**config.mk**
```make
export PLATFORM = sky130hd
export DESIGN_NAME = bta_engine
export DESIGN_NICKNAME = d
export VERILOG_FILES = /design/src/hdl/bta_pkg.sv /design/src/hdl/bta_engine.sv
export SDC_FILE = /design/constraint.sdc
export NUM_CORES = 1
export LEC_CHECK = 0
export BUFFER_PORTS_ARGS = -buffer_cell sky130_fd_sc_hd__buf_2
export CORE_ASPECT_RATIO = 1.25
export CORE_UTILIZATION = 65
export CTS_CLUSTER_DIAMETER = 120
export DETAILED_ROUTE_END_ITERATION = 10
export MAX_ROUTING_LAYER = met4
export PLACE_DENSITY = 0.85
export SYNTH_ARGS = -nofsm -noshare
export SYNTH_HDL_FRONTEND = slang
export SYNTH_SLANG_ARGS = --single-unit
```
**constraint.sdc**
```tcl
create_clock -name aclk -period 16.4 [get_ports aclk]
set_clock_uncertainty 0.2 [all_clocks]
set_input_delay 3.28 -clock aclk [delete_from_list [all_inputs] [get_ports aclk]]
set_output_delay 3.28 -clock aclk [all_outputs]
set_load 0.02 [all_outputs]
```
**src/hdl/bta_pkg.sv**
```systemverilog
// Shared types, codes and constants of the boundary-tag allocator.
// No dependencies; every other file refers to it by scoped names.
package bta_pkg;

    localparam int REGION_BYTES_DEF = 1024;

    // field widths
    localparam int KIND_W = 2;
    localparam int OFF_W  = 10;
    localparam int SIZE_W = 11;
    localparam int ST_W   = 2;
    localparam int TAG_W  = 16;

    // signed byte-position arithmetic; covers every address the chain can reach
    localparam int PW = 20;

    localparam int TAG_BYTES        = 4;
    localparam int PAIR_BYTES       = 8;
    localparam int INIT_OVERHEAD    = 13;
    localparam int LAST_FOOTER_BACK = 9;

    // request codes
    localparam logic [KIND_W-1:0] REQ_ALLOC = 2'd0;
    localparam logic [KIND_W-1:0] REQ_FREE  = 2'd1;
    localparam logic [KIND_W-1:0] REQ_CHECK = 2'd2;
    localparam logic [KIND_W-1:0] REQ_INIT  = 2'd3;

    // status codes
    localparam logic [ST_W-1:0] ST_OK       = 2'd0;
    localparam logic [ST_W-1:0] ST_NO_SPACE = 2'd1;
    localparam logic [ST_W-1:0] ST_NO_FREE  = 2'd2;

    typedef logic signed [PW-1:0] pos_t;

    localparam pos_t TAG_P  = pos_t'(TAG_BYTES);
    localparam pos_t PAIR_P = pos_t'(PAIR_BYTES);
    localparam pos_t LFB_P  = pos_t'(LAST_FOOTER_BACK);
    // payload of the initial block relative to the last footer position
    localparam pos_t PAY_BACK_P = pos_t'(INIT_OVERHEAD - LAST_FOOTER_BACK);

    // one tag-store access per cycle; positions outside the store drop writes and read as zero
    typedef struct packed {
        logic             rd;
        logic             wr;
        pos_t             pos;
        logic [TAG_W-1:0] wdata;
    } mem_cmd_t;

    typedef struct packed {
        logic [ST_W-1:0]  status;
        logic [OFF_W-1:0] offset;
        logic             is_alloc;
    } result_t;

    function automatic pos_t sext_tag(input logic [TAG_W-1:0] t);
        return {{(PW-TAG_W){t[TAG_W-1]}}, t};
    endfunction

endpackage

```
**src/hdl/bta_engine.sv**
```systemverilog
// Request sequencer: clearing sweep and init, first-fit walk, split, free with
// coalescing, check. Issues at most one tag-store access per cycle. Uses bta_pkg.
module bta_engine #(
    parameter int REGION_BYTES = bta_pkg::REGION_BYTES_DEF
) (
    input  logic                           aclk,
    input  logic                           aresetn,
    input  logic                           s_valid,
    output logic                           s_ready,
    input  logic [bta_pkg::KIND_W-1:0]     s_req_type,
    input  logic [bta_pkg::OFF_W-1:0]      s_block_offset,
    input  logic [bta_pkg::SIZE_W-1:0]     s_request_size,
    output logic                           res_valid,
    input  logic                           res_ready,
    output bta_pkg::result_t               res,
    output bta_pkg::mem_cmd_t              cmd,
    input  logic [bta_pkg::TAG_W-1:0]      rd_tag
);

    localparam int AW = $clog2(REGION_BYTES);
    localparam bta_pkg::pos_t REG_P = bta_pkg::pos_t'(REGION_BYTES);
    localparam logic [AW-1:0] CLR_LAST = AW'(REGION_BYTES - 1);

    localparam logic [4:0] S_CLEAR  = 5'd0;
    localparam logic [4:0] S_IDLE   = 5'd1;
    localparam logic [4:0] S_INIT_H = 5'd2;
    localparam logic [4:0] S_INIT_F = 5'd3;
    localparam logic [4:0] S_WALK_RD = 5'd4;
    localparam logic [4:0] S_WALK_EV = 5'd5;
    localparam logic [4:0] S_A_W1   = 5'd6;
    localparam logic [4:0] S_A_W2   = 5'd7;
    localparam logic [4:0] S_A_W3   = 5'd8;
    localparam logic [4:0] S_A_W4   = 5'd9;
    localparam logic [4:0] S_CHK    = 5'd10;
    localparam logic [4:0] S_FREE_T = 5'd11;
    localparam logic [4:0] S_F_W1   = 5'd12;
    localparam logic [4:0] S_F_W2   = 5'd13;
    localparam logic [4:0] S_F_LRD  = 5'd14;
    localparam logic [4:0] S_F_LEV  = 5'd15;
    localparam logic [4:0] S_F_LW1  = 5'd16;
    localparam logic [4:0] S_F_LW2  = 5'd17;
    localparam logic [4:0] S_F_LW3  = 5'd18;
    localparam logic [4:0] S_F_LW4  = 5'd19;
    localparam logic [4:0] S_F_RCHK = 5'd20;
    localparam logic [4:0] S_F_REV  = 5'd21;
    localparam logic [4:0] S_F_RW1  = 5'd22;
    localparam logic [4:0] S_F_RW2  = 5'd23;
    localparam logic [4:0] S_F_RW3  = 5'd24;
    localparam logic [4:0] S_F_RW4  = 5'd25;
    localparam logic [4:0] S_DONE   = 5'd26;

    logic [4:0]       state_reg, state_next;
    logic [AW-1:0]    clr_cnt_reg, clr_cnt_next;
    logic             init_reg, init_next;
    bta_pkg::pos_t    end_reg, end_next;
    bta_pkg::pos_t    off_reg, off_next;
    bta_pkg::pos_t    req_reg, req_next;
    bta_pkg::pos_t    cur_reg, cur_next;
    bta_pkg::pos_t    nxt_reg, nxt_next;
    bta_pkg::pos_t    rest_reg, rest_next;
    bta_pkg::pos_t    n_reg, n_next;
    bta_pkg::pos_t    foot_reg, foot_next;
    bta_pkg::pos_t    size_reg, size_next;
    bta_pkg::pos_t    left_reg, left_next;
    bta_pkg::pos_t    right_reg, right_next;
    bta_pkg::pos_t    merged_reg, merged_next;
    bta_pkg::result_t res_reg, res_next;

    bta_pkg::pos_t    tag;
    bta_pkg::pos_t    in_off;
    bta_pkg::pos_t    in_req;
    bta_pkg::pos_t    pay;
    bta_pkg::pos_t    neg_req;

    assign tag     = bta_pkg::sext_tag(rd_tag);
    assign in_off  = $signed({{(bta_pkg::PW-bta_pkg::OFF_W){1'b0}}, s_block_offset});
    assign in_req  = $signed({{(bta_pkg::PW-bta_pkg::SIZE_W){1'b0}}, s_request_size});
    assign pay     = end_reg - bta_pkg::PAY_BACK_P;
    assign neg_req = -req_reg;

    assign s_ready   = (state_reg == S_IDLE);
    assign res_valid = (state_reg == S_DONE);
    assign res       = res_reg;

    always_comb begin
        state_next   = state_reg;
        clr_cnt_next = clr_cnt_reg;
        init_next    = init_reg;
        end_next     = end_reg;
        off_next     = off_reg;
        req_next     = req_reg;
        cur_next     = cur_reg;
        nxt_next     = nxt_reg;
        rest_next    = rest_reg;
        n_next       = n_reg;
        foot_next    = foot_reg;
        size_next    = size_reg;
        left_next    = left_reg;
        right_next   = right_reg;
        merged_next  = merged_reg;
        res_next     = res_reg;
        cmd          = '0;

        case (state_reg)
            S_CLEAR: begin
                cmd.wr  = 1'b1;
                cmd.pos = $signed({{(bta_pkg::PW-AW){1'b0}}, clr_cnt_reg});
                clr_cnt_next = clr_cnt_reg + 1'b1;
                if (clr_cnt_reg == CLR_LAST) begin
                    clr_cnt_next = '0;
                    init_next    = 1'b0;
                    if (!init_reg) begin
                        state_next = S_IDLE;
                    end else if (pay >= bta_pkg::pos_t'(1)) begin
                        state_next = S_INIT_H;
                    end else begin
                        state_next = S_DONE;
                    end
                end
            end
            S_IDLE: begin
                if (s_valid) begin
                    off_next = in_off;
                    req_next = in_req;
                    cur_next = '0;
                    res_next = '0;
                    case (s_req_type)
                        bta_pkg::REQ_INIT: begin
                            end_next   = ((in_req < REG_P) ? in_req : REG_P) - bta_pkg::LFB_P;
                            init_next  = 1'b1;
                            state_next = S_CLEAR;
                        end
                        bta_pkg::REQ_ALLOC: begin
                            state_next = S_WALK_RD;
                        end
                        bta_pkg::REQ_FREE: begin
                            cmd.rd     = 1'b1;
                            cmd.pos    = in_off;
                            state_next = S_FREE_T;
                        end
                        default: begin
                            if (in_off > end_reg) begin
                                state_next = S_DONE;
                            end else begin
                                cmd.rd     = 1'b1;
                                cmd.pos    = in_off;
                                state_next = S_CHK;
                            end
                        end
                    endcase
                end
            end
            S_INIT_H: begin
                cmd.wr     = 1'b1;
                cmd.pos    = '0;
                cmd.wdata  = pay[bta_pkg::TAG_W-1:0];
                state_next = S_INIT_F;
            end
            S_INIT_F: begin
                // footer of the single free block is the last footer
                cmd.wr     = 1'b1;
                cmd.pos    = end_reg;
                cmd.wdata  = pay[bta_pkg::TAG_W-1:0];
                state_next = S_DONE;
            end
            S_WALK_RD: begin
                if (cur_reg > end_reg) begin
                    res_next.status = bta_pkg::ST_NO_SPACE;
                    state_next      = S_DONE;
                end else begin
                    cmd.rd     = 1'b1;
                    cmd.pos    = cur_reg;
                    state_next = S_WALK_EV;
                end
            end
            S_WALK_EV: begin
                if (tag < 0) begin
                    cur_next   = cur_reg - tag + bta_pkg::PAIR_P;
                    state_next = S_WALK_RD;
                end else if (tag > req_reg + bta_pkg::PAIR_P) begin
                    rest_next  = tag - bta_pkg::PAIR_P - req_reg;
                    nxt_next   = cur_reg + req_reg + bta_pkg::PAIR_P;
                    state_next = S_A_W1;
                end else begin
                    // exact fit and zero tags do not fit
                    cur_next   = cur_reg + tag + bta_pkg::PAIR_P;
                    state_next = S_WALK_RD;
                end
            end
            S_A_W1: begin
                cmd.wr     = 1'b1;
                cmd.pos    = nxt_reg;
                cmd.wdata  = rest_reg[bta_pkg::TAG_W-1:0];
                state_next = S_A_W2;
            end
            S_A_W2: begin
                cmd.wr     = 1'b1;
                cmd.pos    = nxt_reg + rest_reg + bta_pkg::TAG_P;
                cmd.wdata  = rest_reg[bta_pkg::TAG_W-1:0];
                state_next = S_A_W3;
            end
            S_A_W3: begin
                cmd.wr     = 1'b1;
                cmd.pos    = cur_reg;
                cmd.wdata  = neg_req[bta_pkg::TAG_W-1:0];
                state_next = S_A_W4;
            end
            S_A_W4: begin
                cmd.wr          = 1'b1;
                cmd.pos         = nxt_reg - bta_pkg::TAG_P;
                cmd.wdata       = neg_req[bta_pkg::TAG_W-1:0];
                res_next.offset = cur_reg[bta_pkg::OFF_W-1:0];
                state_next      = S_DONE;
            end
            S_CHK: begin
                res_next.is_alloc = (tag < 0);
                state_next        = S_DONE;
            end
            S_FREE_T: begin
                if (tag >= 0) begin
                    res_next.status = bta_pkg::ST_NO_FREE;
                    state_next      = S_DONE;
                end else begin
                    n_next     = -tag;
                    foot_next  = off_reg - tag + bta_pkg::TAG_P;
                    state_next = S_F_W1;
                end
            end
            S_F_W1: begin
                cmd.wr     = 1'b1;
                cmd.pos    = off_reg;
                cmd.wdata  = n_reg[bta_pkg::TAG_W-1:0];
                state_next = S_F_W2;
            end
            S_F_W2: begin
                cmd.wr     = 1'b1;
                cmd.pos    = foot_reg;
                cmd.wdata  = n_reg[bta_pkg::TAG_W-1:0];
                size_next  = n_reg;
                state_next = S_F_LRD;
            end
            S_F_LRD: begin
                if (off_reg >= bta_pkg::TAG_P) begin
                    cmd.rd     = 1'b1;
                    cmd.pos    = off_reg - bta_pkg::TAG_P;
                    state_next = S_F_LEV;
                end else begin
                    state_next = S_F_RCHK;
                end
            end
            S_F_LEV: begin
                if (tag > 0) begin
                    left_next  = tag;
                    size_next  = tag + n_reg + bta_pkg::PAIR_P;
                    state_next = S_F_LW1;
                end else begin
                    state_next = S_F_RCHK;
                end
            end
            S_F_LW1: begin
                cmd.wr     = 1'b1;
                cmd.pos    = off_reg - bta_pkg::PAIR_P - left_reg;
                cmd.wdata  = size_reg[bta_pkg::TAG_W-1:0];
                state_next = S_F_LW2;
            end
            S_F_LW2: begin
                cmd.wr     = 1'b1;
                cmd.pos    = foot_reg;
                cmd.wdata  = size_reg[bta_pkg::TAG_W-1:0];
                state_next = S_F_LW3;
            end
            S_F_LW3: begin
                cmd.wr     = 1'b1;
                cmd.pos    = off_reg;
                state_next = S_F_LW4;
            end
            S_F_LW4: begin
                cmd.wr     = 1'b1;
                cmd.pos    = off_reg - bta_pkg::TAG_P;
                state_next = S_F_RCHK;
            end
            S_F_RCHK: begin
                if (foot_reg + bta_pkg::TAG_P <= end_reg) begin
                    cmd.rd     = 1'b1;
                    cmd.pos    = foot_reg + bta_pkg::TAG_P;
                    state_next = S_F_REV;
                end else begin
                    state_next = S_DONE;
                end
            end
            S_F_REV: begin
                if (tag > 0) begin
                    right_next  = tag;
                    merged_next = size_reg + tag + bta_pkg::PAIR_P;
                    state_next  = S_F_RW1;
                end else begin
                    state_next = S_DONE;
                end
            end
            S_F_RW1: begin
                cmd.wr     = 1'b1;
                cmd.pos    = foot_reg - size_reg - bta_pkg::TAG_P;
                cmd.wdata  = merged_reg[bta_pkg::TAG_W-1:0];
                state_next = S_F_RW2;
            end
            S_F_RW2: begin
                cmd.wr     = 1'b1;
                cmd.pos    = foot_reg + right_reg + bta_pkg::PAIR_P;
                cmd.wdata  = merged_reg[bta_pkg::TAG_W-1:0];
                state_next = S_F_RW3;
            end
            S_F_RW3: begin
                cmd.wr     = 1'b1;
                cmd.pos    = foot_reg + bta_pkg::TAG_P;
                state_next = S_F_RW4;
            end
            S_F_RW4: begin
                cmd.wr     = 1'b1;
                cmd.pos    = foot_reg;
                state_next = S_DONE;
            end
            S_DONE: begin
                if (res_ready) begin
                    state_next = S_IDLE;
                end
            end
            default: begin
                state_next = S_IDLE;
            end
        endcase
    end

    always_ff @(posedge aclk) begin
        if (!aresetn) begin
            state_reg   <= S_CLEAR;
            clr_cnt_reg <= '0;
            init_reg    <= 1'b0;
            end_reg     <= -bta_pkg::LFB_P;
        end else begin
            state_reg   <= state_next;
            clr_cnt_reg <= clr_cnt_next;
            init_reg    <= init_next;
            end_reg     <= end_next;
        end
        off_reg    <= off_next;
        req_reg    <= req_next;
        cur_reg    <= cur_next;
        nxt_reg    <= nxt_next;
        rest_reg   <= rest_next;
        n_reg      <= n_next;
        foot_reg   <= foot_next;
        size_reg   <= size_next;
        left_reg   <= left_next;
        right_reg  <= right_next;
        merged_reg <= merged_next;
        res_reg    <= res_next;
    end

endmodule

```
== After elaboration in Yosys (flattened, before gate mapping) ==
Index checks and enable logic that the tools add are counted.
Widths: inputs -> output; s select.
Operators by class
  $add $sub $neg: 31
  $mul: 0
  divide/modulo/power cells: 0
  $lt $le $gt $ge: 10
  equal/unequal tests: 37
  shift-type cells: 0
  multiplexer cells: 50
  bitwise gates (word level): 2
  reduce and logical (&&, ||, !) cells: 32
Operators with widths (count)
  $pmux 20 s17: 1
  $mux 20: 7
  $pmux 5 s24: 1
  $add 20x5->20 const B: 5
  $pmux 16 s6: 1
  $pmux 20 s2: 2
  $sub 20x4->20 const B: 3
  $eq 5x5->1 const B: 11
  $mux 5: 10
  $add 20x16->20: 2
  $add 20x4->20 const B: 2
  $eq 5x4->1 const B: 8
  $pmux 10 s2: 2
  $sub 11x16->17: 2
  $mux 10: 3
  $add 16x20->20: 1
  $add 20x12->20: 1
  $add 20x20->20: 1
  $eq 5x3->1 const B: 4
  $ge 20x2->1 const B: 1
  $gt 11x20->1: 1
  $gt 20x20->1: 1
  $le 20x20->1: 1
  $neg 16->20: 1
  49 further kinds: 90
Storage, ports and cells
  flip-flop bits (word level): 238
  bits in latches: 0
  bits in writable memories: 0
  ROM bits: 0
  output and inout bits: 53
  logic and storage cells: 180
  memories kept: 0

== Logic depth before layout (Yosys ltp) ==
Gate-level depths: netlist of run 1.
  word-level depth: 6
  gate-level depth with buffers: 19
  mapped depth without buffers: 17

== Least setup slack after synthesis of run 1 ==
OpenSTA, ideal clock, no wires.
  path kind: input -> output
  start point: input port s_block_offset[1] (netlist name)
  end point: output port cmd[19] (netlist name)
  arrival time: 5.347 ns
  data required time: 12.920 ns
  path slack: 7.573 ns
  stages on the path: 11
  path buffers: 1
  path through: ha_1 -> nor2b_1 -> o21ai_0 -> nand2b_1 -> a2111oi_0 -> o41ai_1 -> a31oi_1 -> nand2_1 -> a21oi_1 -> clkbuf_1 -> a221o_1
RTL lines
  from (decl): RTL line bta_engine.sv:11  | input logic [bta_pkg::OFF_W-1:0] s_block_offset,
  to (decl): RTL line bta_engine.sv:16  | output bta_pkg::mem_cmd_t cmd,

==> results of run 1 <==
[synthesized netlist by cell type (all sizes together), types with 14 or more instances]
library cell	number	share of area [%]
edfxtp	198	25
o22ai	14	0.37
o31ai	15	0.48
and3	19	0.51
buf	17	0.38
and2	18	0.48
o21ai	101	2.2
nor2b	26	0.69
nor2	191	3.2
o21bai	22	0.71
nand4	33	0.91
o21a	21	0.67
nand2	202	3.2
nor3	79	1.7
clkbuf	51	0.82
nand2b	27	0.72
nor4	22	0.68
dfxtp	28	2.4
a22oi	25	0.80
xor2	91	3.4
inv	221	3.5
a21o	52	1.7
nand3	77	1.6
o211ai	22	0.71
mux2i	14	0.60
a211oi	30	0.96
ha	409	22
a221o	16	0.68
a221oi	20	0.75
a31oi	20	0.53
a222oi	19	0.81
xnor2	153	5.7
a21oi	154	3.3
[power breakdown]
part           internal, mW  leakage, nW  switching [mW]
sequential            0.625         2.00         0.00107
clock                 0.355        0.433           0.275
combinational        0.0692         8.85           0.106
[layer usage]
metal	track usage, %	share of wire, %	vias to the layer above
met2	73.4	45	1466
met5	-	0	-
met3	6.88	11	393
met1	55.6	36	10259
li1	-	-	9777
met4	28.6	7.3	0
[kinds of logic after synthesis]
family          Yosys count  synth area share [%]
simple gates            751                  15.7
compound gates          637                  18.8
fa+ha+maj               422                  23.0
buf+inv                 292                  4.79
xor+xnor                244                  9.13
flops                   226                  27.8
mux                      19                 0.839
[area by class of cell]
| cell class | instances | area (um^2) | area share, % |
|---|---|---|---|
| Tap cell | 474 | 593 | 2.34 |
| Multi-Input combinational cell | 2073 | 15800 | 62.4 |
| Sequential cell | 226 | 6510 | 25.7 |
| Clock inverter | 21 | 218 | 0.859 |
| Inverter | 224 | 841 | 3.32 |
| Timing Repair Buffer | 122 | 678 | 2.67 |
| Clock buffer | 28 | 689 | 2.72 |
[worst max-delay path: stages]
cell       delay (ps)
buf_2             130
ha_1              310
nor2b_1           130
o21ai_0           140
nand2b_1           90
a2111oi_0         420
o41ai_1           150
a31oi_1           470
nand2_1           100
a21oi_1           960
a221o_1           310
buf_2             170
[per-stage QoR]
step	cell area, um^2	hold WS (ps)	setup WS [ps]
floorplan	23400	267	7570
global placement	24400	306	6460
detailed placement	24400	317	6350
CTS	25400	325	6340
global route	25400	359	6140
finish	25400	328	6260
[final timing paths]
path	start	endpoint	slack (ps)
worst max register to register	foot_reg[4]$_DFFE_PP_	state_reg[3]$_SDFFE_PN0P_	11440
worst min register to register	init_reg$_SDFFE_PN0P_	init_reg$_SDFFE_PN0P_	330
worst max-delay path	s_block_offset[1]	cmd[22]	6260
worst min-delay path	init_reg$_SDFFE_PN0P_	init_reg$_SDFFE_PN0P_	330
==> results.py, run 1 <==
metrics = {
    "outcome": {
        "status": "finished, final reports clean",
    },
    "yosys": {
        "ys_ff_latch": 226,
        "seq_area_frac_synth_pct": 27.8,
        "synth_edf_count": 198,
        "ys_types": 92,
        "avgSynthCellArea_um2": 9.03,
        "syn_area_um2": 23400,
        "async_reset_ff_share_pct": 0,
        "synth_ff_type": "edfxtp_1",
        "ys_warn_count": 0,
        "synth.net_count": 3056,
        "syn_inst": 2591,
    },
    "layout": {
        "final_cell_mix": "ha_1 (409), inv_1 (219), nand2_1 (202)",
        "layout_commonest_cell": "ha_1",
        "post-route-util_pct": 71.5,
        "antenna_cells": 0,
        "finalNonFillerCells": 3168,
        "drive_gt1_share_pct": 7.94,
        "nets": 3139,
        "area_growth_syn_to_layout_pct": 8.32,
        "fillCellCount": 2755,
    },
    "job": {
        "drv_cap": 0,
    },
    "clock_network": {
        "clock_latency_ps": 570,
        "cts_hold_buf": 0,
        "cts_setup_buffers": 0,
        "cts_tree": "yes",
        "ctsResizeCount": 0,
        "cts-htree-levels": 1,
        "clock_path_buffers": 3,
        "root_buffer": "clkbuf_16",
        "numCtsBuffers": 27,
        "cts.sinks": 226,
        "cts.clk_slew.worst_paths_ps": 70,
    },
    "global_route": {
        "grt_pass1_vias": 21777,
        "grt.total_usage_pct": 46.5,
        "antenna_found_initial": 0,
        "grt_pass1_wl_mm": 124,
        "gr-total-overflow": 0,
        "grt_max_degree": 48,
    },
    "setup_path": {
        "arrival_ps": 6660,
        "critPathCaptureType": "output pin",
        "worstSetupPathType": "primary input to output pin",
        "crit_path_start_kind": "primary input",
        "reg2reg_depth": 14,
        "cp_max_fo": 11,
        "cp_data_required_time_ps": 12920,
    },
    "floorplanning": {
        "io_pins": 96,
        "initial_core_util_pct": 66.0,
        "chipWidth_um": 172,
        "num_rows": 77,
        "dieArea_um2": 36800,
        "die_h_um": 214,
        "coreArea_um2": 35500,
    },
    "sta": {
        "max_freq_mhz": 98.6,
        "fin_tns_setup_ps": 0,
        "slew_viol_final": 0,
        "hold_viol": 0,
        "fin_crit_ps": 10140,
        "rsz0062_at_grt": "no",
        "setup_viol": 0,
        "tightest_slew_ps": 1340,
        "relSlewSlack_pct": 9.86,
        "final.period_utilization_pct": 61.8,
    },
    "route": {
        "final_antenna_net_count": 0,
        "drcViolationCount": 0,
        "via_count": 21895,
        "finalWirelength_mm": 83.1,
        "drt-pass1-iter-count": 7,
        "drt_iter0_markers": 2715,
        "via_per_inst": 6.91,
        "wl_per_cell_um": 26.2,
    },
    "pwr": {
        "p_leak_nw": 11.3,
        "p_per_area_nw_per_um2": 56.5,
        "fin_total_pwr_mw": 1.43,
        "ir_drop_uv": 81.1,
    },
    "placement": {
        "dp_cells": 3119,
        "hpwlAfterDp_mm": 65.5,
        "place_congestion": 1.06,
        "port_buffers": 95,
    },
    "hold_path": {
        "min_path_cells": 2,
        "hold_path.class": "flop to flop",
    },
}
(Power assumes the default switching activity.)
==> inputs of run 2 (changes only) <==
CORE_UTILIZATION = 64   (was 65)
PLACE_DENSITY = 0.84   (was 0.85)
clock period = 9.8 ns   (was 16.4 ns; I/O delays follow)
==> run 2 against run 1 <==
Final area is 0.27% higher. First-iteration DRC count is 4.4% lower. Global-route usage is 1.2 points lower. Count of clock-buffer cells in the layout is 4 higher. Sequential share of layout area is 0.068 points lower. Clock power is 74% higher. Non-clock buffer count is 5 higher. Hold slack worse by 11 ps. Critical path type is now flop to output pin. Largest cell class unchanged. Highest routed layer unchanged.
==> results.py, run 2 (synthesis gave the netlist of run 1 again) <==
metrics = {
    "placement": {
        "pre_cts_ws_ps": 2500,
        "place_congestion": 1.06,
        "hpwlAfterDp_mm": 66.0,
        "dp_cells": 3124,
        "port_buffers": 95,
        "dpl_cell_area_um2": 24500,
    },
    "clock_network": {
        "root_buffer": "clkbuf_16",
        "cts-htree-levels": 1,
        "cts.clk_slew.worst_paths_ps": 60,
        "numCtsBuffers": 26,
        "cts_hold_buf": 0,
        "clock_path_buffers": 3,
        "cts.sinks": 226,
        "ctsResizeCount": 0,
        "cts_setup_buffers": 0,
        "cts_tree": "yes",
        "clock_latency_ps": 570,
    },
    "job": {
        "drv_cap": 0,
    },
    "pwr": {
        "ir_drop_uv": 116,
        "fin_total_pwr_mw": 2.44,
        "p_per_area_nw_per_um2": 96.0,
        "p_leak_nw": 11.3,
    },
    "global_route": {
        "grt.met1_usage_pct": 52.9,
        "antenna_found_initial": 0,
        "use_met2_pct": 73.6,
        "use_met3_pct": 6.80,
        "grt-busiest-layer": "met2",
        "grt_pass1_vias": 21785,
        "grt_pass1_wl_mm": 125,
        "gr-total-overflow": 0,
        "grt.total_usage_pct": 45.3,
        "grt_max_degree": 41,
    },
    "floorplanning": {
        "io_pins": 96,
        "chipWidth_um": 173,
        "num_rows": 77,
        "dieArea_um2": 37400,
        "coreArea_um2": 35700,
        "initial_core_util_pct": 65.5,
        "die_h_um": 216,
    },
    "outcome": {
        "status": "finished, final reports clean",
    },
    "layout": {
        "multi_input_area_um2": 15800,
        "final-seq-area_um2": 6510,
        "finalNonFillerCells": 3173,
        "area_growth_syn_to_layout_pct": 8.61,
        "post-route-util_pct": 71.1,
        "layout_commonest_cell": "ha_1",
        "nets": 3143,
        "fillCellCount": 2744,
        "drive_gt1_share_pct": 7.97,
        "fin_area_um2": 25400,
        "final_cell_mix": "ha_1 (409), inv_1 (219), nand2_1 (202)",
    },
    "route": {
        "finalWirelength_mm": 83.3,
        "drcViolationCount": 0,
        "via_count": 21762,
        "drt-pass1-iter-count": 10,
        "wl_per_cell_um": 26.2,
        "via_per_inst": 6.86,
        "final_antenna_net_count": 0,
        "drt_iter0_markers": 2596,
    },
    "sta": {
        "final.period_utilization_pct": 76.7,
        "fin_tns_setup_ps": 0,
        "max_freq_mhz": 133,
        "setup_viol": 0,
        "layout_setup_ws_ps": 2280,
        "tightest_slew_ps": 1310,
        "hold_viol": 0,
        "slew_viol_final": 0,
        "hold_slack_ps": 317,
        "fin_crit_ps": 7520,
        "relSlewSlack_pct": 12.7,
        "rsz0062_at_grt": "no",
    },
    "setup_path": {
        "crit_path_start_kind": "flop",
        "arrival_ps": 5360,
        "cp_common_cell": "nand2_1",
        "worstPathCellList": "and4_1, nand2_1, nor3_1, nand2_1, nor2_1, xnor2_1, ha_1, nand4_1, nor4_1, a21oi_1, mux2i_1, o21ai_1, nand2_1, a221o_1, a221o_1, buf_2",
        "critPathCaptureType": "output pin",
        "critical_path.max_stage_delay_ps": 550,
        "cp_max_fo": 13,
        "slowest_stage": "a221o_1",
        "cp_data_required_time_ps": 7640,
        "worstSetupPathType": "flop to output pin",
    },
    "hold_path": {
        "hold_path.class": "flop to flop",
    },
}
run 2: routing by layer:
layer / vias to the layer above / routed length, um
met2: 1333 / 38400
li1: 9763 / -
met3: 352 / 8570
met4: 0 / 5740
met5: - / 0
met1: 10314 / 30600
run 2: final timing paths:
kind / cells past startpoint / end / slack (ps) / start
worst max-delay path: 16 / cmd[25] / 2280 / foot_reg[4]$_DFFE_PP_
worst min-delay path: 2 / init_reg$_SDFFE_PN0P_ / 320 / init_reg$_SDFFE_PN0P_
worst max register to register: 14 / state_reg[1]$_SDFFE_PN0P_ / 4960 / foot_reg[4]$_DFFE_PP_
worst min register to register: 2 / init_reg$_SDFFE_PN0P_ / 320 / init_reg$_SDFFE_PN0P_
run 2: report_power, final:
part           total [mW]  switching (mW)  internal (mW)  leakage, nW
combinational       0.295           0.179          0.116         8.88
sequential           1.05         0.00194           1.05         2.00
clock                1.10           0.454          0.643        0.462
run 2: cell type report:
class                   count  share of cell area [%]
flip-flops and latches    226                    25.6
repair buffers            127                    2.81
inverters                 224                    3.31
diodes                      1                 0.00984
multi-input cells        2073                    62.3
clock buffers              32                    2.89
clock inverters            16                   0.792
well taps                 474                    2.33
run 2: worst max-delay path: cells and delay by family, from the launching register on:
kind	cells	cell delay (ps)
AND/OR/NAND/NOR	8	2160
buffers and inverters	1	160
flip-flops	1	530
multiplexers	1	220
AO/OA/AOI/OAI	4	1250
XOR/XNOR	1	140
adder cells (fa/ha/maj)	1	330
